File: src/hw/rtl/assert_macros.svh
// Assertion macros shared by the upscaler RTL.
// Depends on a clock named clk and a synchronous reset named rst in scope.
`ifndef ASSERT_MACROS_SVH
`define ASSERT_MACROS_SVH

// plain property, checked every clock outside reset
`define EDDU_ASSERT(lbl, prop, msg) \
  lbl: assert property (@(posedge clk) disable iff (rst) (prop)) else $error(msg);

// implication, checked every clock outside reset
`define EDDU_ASSERT_IMPL(lbl, ante, cons, msg) \
  lbl: assert property (@(posedge clk) disable iff (rst) (ante) |-> (cons)) else $error(msg);

`endif

File: src/hw/rtl/eddu_pkg.sv
// Shared constants and types for the edge-directed diagonal upscaler.
// No dependencies.
`default_nettype none

package eddu_pkg;

  localparam int MAX_WIDTH  = 512;
  localparam int MAX_HEIGHT = 4096;

  localparam int COL_W    = $clog2(MAX_WIDTH);
  localparam int ROW_W    = $clog2(MAX_HEIGHT);
  localparam int LW_W     = 10;
  localparam int FH_W     = 13;
  localparam int CFG_W    = 13;
  localparam int PIX_W    = 8;
  localparam int RGB_W    = 3 * PIX_W;
  localparam int NUM_LANE = 3;
  localparam int WIN_SIZE = 16;
  localparam int SUM_W    = 12;
  localparam int NUM_BANK = 3;

  localparam logic [LW_W-1:0] RESET_WIDTH  = LW_W'(512);
  localparam logic [FH_W-1:0] RESET_HEIGHT = FH_W'(512);

  localparam logic REG_LINE_WIDTH   = 1'b0;
  localparam logic REG_FRAME_HEIGHT = 1'b1;

  localparam logic DIR_MAIN = 1'b0;
  localparam logic DIR_ANTI = 1'b1;

  typedef logic [WIN_SIZE-1:0][PIX_W-1:0] chan_win_t;

  typedef struct packed {
    logic ld_sum;
    logic ld_out;
  } lane_ctl_t;

endpackage

`default_nettype wire

File: src/hw/rtl/eddu_lane.sv
// One color channel: curvature sums, both diagonal averages, then select.
// Depends on eddu_pkg.
`default_nettype none

module eddu_lane (
  input  wire logic                      clk,
  input  wire eddu_pkg::lane_ctl_t       ctl,
  input  wire eddu_pkg::chan_win_t       win,
  output logic [eddu_pkg::PIX_W-1:0]     val,
  output logic                           dir
);
  import eddu_pkg::*;

  logic [SUM_W-1:0] pos1, pos2, neg1, neg2;
  logic [SUM_W-1:0] s1_next, s2_next;
  logic [PIX_W:0]   main_sum, anti_sum;
  logic [SUM_W-1:0] s1, s2;
  logic [PIX_W-1:0] main_avg, anti_avg;

  // window index is (dy+1)*4 + (dx+1)
  always_comb begin
    pos1 = SUM_W'(win[8]) + SUM_W'(win[5]) + SUM_W'(win[2])
         + SUM_W'(win[13]) + SUM_W'(win[10]) + SUM_W'(win[7]);
    pos2 = SUM_W'(win[1]) + SUM_W'(win[6]) + SUM_W'(win[11])
         + SUM_W'(win[4]) + SUM_W'(win[9]) + SUM_W'(win[14]);
    anti_sum = {1'b0, win[9]} + {1'b0, win[6]};
    main_sum = {1'b0, win[5]} + {1'b0, win[10]};
    neg1 = (SUM_W'(anti_sum) << 1) + SUM_W'(anti_sum);
    neg2 = (SUM_W'(main_sum) << 1) + SUM_W'(main_sum);
    s1_next = pos1 - neg1;
    s2_next = pos2 - neg2;
  end

  always_ff @(posedge clk) begin
    if (ctl.ld_sum) begin
      s1       <= s1_next;
      s2       <= s2_next;
      main_avg <= main_sum[PIX_W:1];
      anti_avg <= anti_sum[PIX_W:1];
    end
    if (ctl.ld_out) begin
      if ($signed(s1) < $signed(s2)) begin
        val <= main_avg;
        dir <= DIR_MAIN;
      end else begin
        val <= anti_avg;
        dir <= DIR_ANTI;
      end
    end
  end

endmodule

`default_nettype wire

File: config.mk
export PLATFORM = sky130hd
export DESIGN_NAME = eddu_lane
export DESIGN_NICKNAME = d
export VERILOG_FILES = /design/src/hw/rtl/assert_macros.svh /design/src/hw/rtl/eddu_pkg.sv /design/src/hw/rtl/eddu_lane.sv
export SDC_FILE = /design/constraint.sdc
export NUM_CORES = 1
export LEC_CHECK = 0
export ABC_AREA = 1
export BUFFER_PORTS_ARGS = -buffer_cell sky130_fd_sc_hd__buf_2
export CAP_MARGIN = 10
export CELL_PAD_IN_SITES_DETAIL_PLACEMENT = 2
export CELL_PAD_IN_SITES_GLOBAL_PLACEMENT = 2
export CORE_MARGIN = 2
export CORE_UTILIZATION = 37
export DETAILED_ROUTE_END_ITERATION = 10
export GPL_ROUTABILITY_DRIVEN = 0
export PLACE_DENSITY = 0.9
export SYNTH_ARGS = -nofsm -noshare
export SYNTH_HDL_FRONTEND = slang
export SYNTH_SLANG_ARGS = --single-unit
export TNS_END_PERCENT = 30
File: constraint.sdc
create_clock -name clk -period 11.8 [get_ports clk]
set_input_delay 0.59 -clock clk [delete_from_list [all_inputs] [get_ports clk]]
set_output_delay 0.59 -clock clk [all_outputs]
set_load 0.05 [all_outputs]
==> results.toml, run 1 <==
[worst_setup_path]
critPathRequiredTime_ps = 11850
worst_setup_path_start_kind = "primary input"
path_class = "primary input to register"
worstPathMaxFanout = 3
critPathCaptureType = "register"
cp.arrival_ps = 6160

[synthesis]
synth_cells = 615
synth_nets = 905
muxShareOfSynthArea_pct = 0
async_reset_ff_share_pct = 0
ys_seq_elements = 49
synth-adder-area-share_pct = 45.29
synth_enable_flop_cells = 49
yosys.area_share.simple_pct = 9.346
synth_top_flop_cell = "edfxtp_1"
yosys_warnings = 0
syn_avg_cell_area_um2 = 9.731
yosysSeqAreaShare_pct = 24.59
synth_top_family_by_area = "adder cells"
synth_compound_area_share_pct = 4.558
synth_xor_area_share_pct = 3.366
synth_cell_types = 23
synthesis.area_mm2 = 0.005984

[routing]
dr.first_iter.drc_count = 195
vias_per_cell = 4.746
dr.pass1.iters = 4
routed_wl_mm = 18.02
drc_errors = 0
ant_nets = 0
vias = 4490
avgRoutedWirePerCell_um = 19.05

[timing]
report.final.hold_viol_count = 0
tightest_slew_ps = 991.5
fin_crit_sh_pct = 51.76
slew_headroom_pct = 33.90
clock.fmax_mhz = 163.7
rsz0062_at_grt = "no"
drv_slew = 0
finalSetupViolations = 0
fin_skew_ps = 2.301
tns_ps = 0
fin_crit_ps = 6108

[min_path]
worstHoldPathType = "register to register"

[placed_design]
post-dp-hpwl_mm = 15.97
port_buffers = 107

[clock_network]
cts.sinks = 49
postCtsResizedCells = 0
cts_tree = "built"
clk_pin_slew_ps = 70
holdBufCountCts = 0
cts_max_level = 2
cts_root_buf = "clkbuf_16"
clock_latency_ps = 300
ctsLongestPathBuffers = 2
cts_buffers = 5
postCtsSetupBuffers = 0

[global_route]
overflow = 0
grt_antenna_before_repair = 0
grtUsageTotal_pct = 22.04
grt_max_degree = 41
grt_pass1_vias = 5588
grt_pass1_wl_mm = 29.24

[floorplanning]
core_area_mm2 = 0.01583
die_h_um = 131.2
num_rows = 46
initial_core_util_pct = 37.81
die_area_mm2 = 0.01721
die_w_um = 131.2
ioPinCount = 140

[layout]
final_util_pct = 43.93
layout.nets = 1019
final_cell_mix = "inv_1, buf_2, fa_1"
antenna_cells = 0
layout-drive-gt1-share_pct = 16.30
final_common_cell = "inv_1"
nFillCells = 1752
syn2layout_area_growth_pct = 16.18

[outcome]
outcome = "completed"

[job]
maxCapViolations = 0
## cell families after synthesis
logic type      after synthesis
flops                        49
xor+xnor                     23
fa+ha+maj                   159
buf+inv                     205
simple gates                129
compound gates               50
## registers in the layout (all words and copies together), names as in the netlist
| signal | flops |
|---|---|
| s1 | 12 |
| anti_avg | 8 |
| main_avg | 8 |
| dir | 1 |
| val | 8 |
| s2 | 12 |
## critical path, cell delays in order
cell	delay, ps
buf_2	110
ha_1	220
inv_1	80
fa_1	410
o21ai_0	640
a21boi_0	250
xnor2_1	390
inv_1	110
fa_1	510
inv_1	60
fa_1	510
fa_1	540
fa_1	570
inv_1	40
ha_1	360
inv_1	90
o21ai_0	310
nand3_1	150
nand3_1	130
xor2_1	70
## worst paths after layout
path         slack, ps   startpoint  cells past startpoint      to
min reg2reg        560  main_avg[7]                      2  val[7]
max               5690      win[80]                     20  s2[10]
min                560  main_avg[7]                      2  val[7]
max reg2reg       9410       s1[11]                      7  val[1]
## metal layers
layer,vias up,track usage [%],routed length [µm]
li1,2089,-,-
met1,2248,23.23,6448
met2,117,44.50,10380
met3,36,3.125,623
met4,0,6.944,575
met5,-,0,0
## cell usage after synthesis (5+ instances only)
master | number | area share [%]
nand3_1 | 33 | 2.8
inv_1 | 205 | 13
nand2_1 | 74 | 4.6
nand4_1 | 5 | 0.52
a21oi_1 | 28 | 2.3
edfxtp_1 | 49 | 25
fa_1 | 96 | 32
ha_1 | 63 | 13
xor2_1 | 18 | 2.6
nor2_1 | 10 | 0.63
o21ai_0 | 13 | 1.1
xnor2_1 | 5 | 0.73
## stage by stage
stage / instance area (µm²) / cells / worst slack (ps) / hold WS, ps
floorplan: 5984 / 615 / 6699 / 517.7
global placement: 6790 / 938 / 5839 / 523.6
detailed placement: 6790 / 938 / 5424 / 542.2
CTS: 6953 / 946 / 5637 / 557.7
global route: 6953 / 946 / 5346 / 590.3
finish: 6953 / 946 / 5692 / 555.1
## cell type report
| class | count | area, µm² | share of cell area, % |
|---|---|---|---|
| well taps | 216 | 270.3 | 3.887 |
| clock inverters | 2 | 33.78 | 0.4859 |
| multi-input cells | 361 | 3744 | 53.84 |
| clock buffers | 6 | 128.9 | 1.854 |
| repair buffers | 107 | 535.5 | 7.702 |
| flip-flops and latches | 49 | 1471 | 21.16 |
| inverters | 205 | 769.5 | 11.07 |
Power of run 1 is left out: the tool's default activity adds up to more than one toggle a clock period on the data nets, which glitch-free logic cannot reach.
==> run 2: changes to the inputs <==
--- a/config.mk
+++ b/config.mk
@@ -11,10 +11,10 @@
 export CELL_PAD_IN_SITES_DETAIL_PLACEMENT = 2
 export CELL_PAD_IN_SITES_GLOBAL_PLACEMENT = 2
 export CORE_MARGIN = 2
-export CORE_UTILIZATION = 37
+export CORE_UTILIZATION = 31
 export DETAILED_ROUTE_END_ITERATION = 10
 export GPL_ROUTABILITY_DRIVEN = 0
-export PLACE_DENSITY = 0.9
+export PLACE_DENSITY = 0.81
 export SYNTH_ARGS = -nofsm -noshare
 export SYNTH_HDL_FRONTEND = slang
 export SYNTH_SLANG_ARGS = --single-unit
==> constraint.sdc (replaced) <==
create_clock -name clk -period 5.1 [get_ports clk]
set_input_delay 0.255 -clock clk [delete_from_list [all_inputs] [get_ports clk]]
set_output_delay 0.255 -clock clk [all_outputs]
set_load 0.05 [all_outputs]
==> run 2 against run 1 <==
Sequential cell count unchanged. Sequential share of layout area down 0.99 points. Critical path depth up 2. First-iteration DRC count up 9.2%.
==> results.toml, run 2 (synthesized netlist as in run 1, its figures left out) <==
[floorplanning]
die_w_um = 142.9
num_rows = 50
ioPinCount = 140
die_area_mm2 = 0.02043
initial_core_util_pct = 31.78
core_area_mm2 = 0.01883
die_h_um = 142.9

[placed_design]
post-dp-hpwl_mm = 14.80
port_buffers = 107
pre_cts_ws_ps = -198.2

[routing]
vias = 4557
dr.pass1.iters = 4
avgRoutedWirePerCell_um = 16.16
dr.first_iter.drc_count = 213
ant_nets = 0
routed_wl_mm = 16.61
vias_per_cell = 4.433
drc_errors = 0

[global_route]
grt_max_degree = 41
overflow = 0
grt_pass1_wl_mm = 27.40
grt_antenna_before_repair = 0
grt_pass1_vias = 5595
grtUsageTotal_pct = 17.35

[clock_network]
cts_root_buf = "clkbuf_16"
cts.sinks = 49
ctsLongestPathBuffers = 2
postCtsResizedCells = 0
clk_pin_slew_ps = 70
holdBufCountCts = 0
postCtsSetupBuffers = 0
clock_latency_ps = 300
cts_buffers = 5
cts_max_level = 2
cts_tree = "built"

[worst_setup_path]
r2r_slack_ps = 2880
cp.depth = 22
setup.worst_path.end = "s1[10]"
worstPathMaxFanout = 3
critPathCaptureType = "register"
worst_setup_path_start_kind = "primary input"
r2r_end = "val[6]"
path_buf_inv = 5
critPathRequiredTime_ps = 5160
critical_path.top_delay_family = "adder cells"
path_cells = "buf_2 -> ha_1 -> inv_1 -> fa_1 -> nand3b_1 -> nand2_1 -> xor2_1 -> buf_4 -> inv_1 -> fa_1 -> fa_1 -> fa_1 -> fa_1 -> inv_1 -> ha_1 -> nand2_1 -> o21ai_1 -> nand2_1 -> nor3_1 -> nor2_1 -> nand2_1 -> nand2_1"
r2r-start = "s1[11]"
cp_slowest_cell = "fa_1"
cp-startpoint = "win[48]"
r2r_cells = 9
cp_slowest_stage_delay_ps = 530
path_class = "primary input to register"
cp.arrival_ps = 4890

[timing]
finalSetupViolations = 0
tightest_slew_ps = 956.7
fin_crit_ps = 4837
fin_skew_ps = 9.787
fin_crit_sh_pct = 94.84
clock.fmax_mhz = 206.8
slew_headroom_pct = 36.22
fin_ws_ps = 263.2
holdWs_ps = 366.3
rsz0062_at_grt = "no"
report.final.hold_viol_count = 0
drv_slew = 0

[min_path]
worstHoldPathType = "primary input to register"
worstHoldStart = "ctl[0]"

[layout]
final_common_cell = "inv_1"
layout-drive-gt1-share_pct = 20.96
syn2layout_area_growth_pct = 21.89
reg_top3 = "s1 (12), s2 (12)"
layout.nets = 1057
final_util_pct = 38.74
final_cell_mix = "inv_1, buf_2, fa_1"
antenna_cells = 0

[job]
maxCapViolations = 0

[outcome]
outcome = "completed"
==> run 2: changes by cell type in the layout (fill, tap and decap cells not counted), sizes merged <==
cell,before,now
buf,107,145
inv,205,206
bufinv,1,0
==> run 2: cell type report <==
cell class              instances  area (µm²)
clock buffers                   6       128.9
clock inverters                 2       13.76
fillers                      2137       11540
inverters                     205       769.5
multi-input cells             361        3765
flip-flops and latches         49        1471
well taps                     260       325.3
repair buffers                145       820.8
==> run 2: through the flow <==
stage | area [µm²] | setup TNS [ps] | instances
after floorplan | 5984 | 0 | 615
after global placement | 7131 | -38.85 | 1020
after detailed placement | 7131 | -1226 | 1020
after CTS | 7273 | 0 | 1028
after global routing | 7295 | 0 | 1028
final | 7295 | 0 | 1028
==> run 2: worst min-delay path by stage <==
stage	endpoint	slack (ps)	cells past startpoint
after CTS	val[0]	360	1
after detailed placement	val[0]	550	2
after global placement	val[4]	530	2
final	val[1]	370	1
after global routing	val[1]	370	1
after floorplan	anti_avg[0]	370	0
==> run 2: layer usage <==
layer  up-vias  GRT usage, %  wire length [µm]
met3        10         2.012               412
met5         -             0                 0
li1       2169             -                 -
met2        76         33.85              9049
met1      2302         20.59              6992
met4         0         2.762               159
Power of run 2 is left out for the same reason.
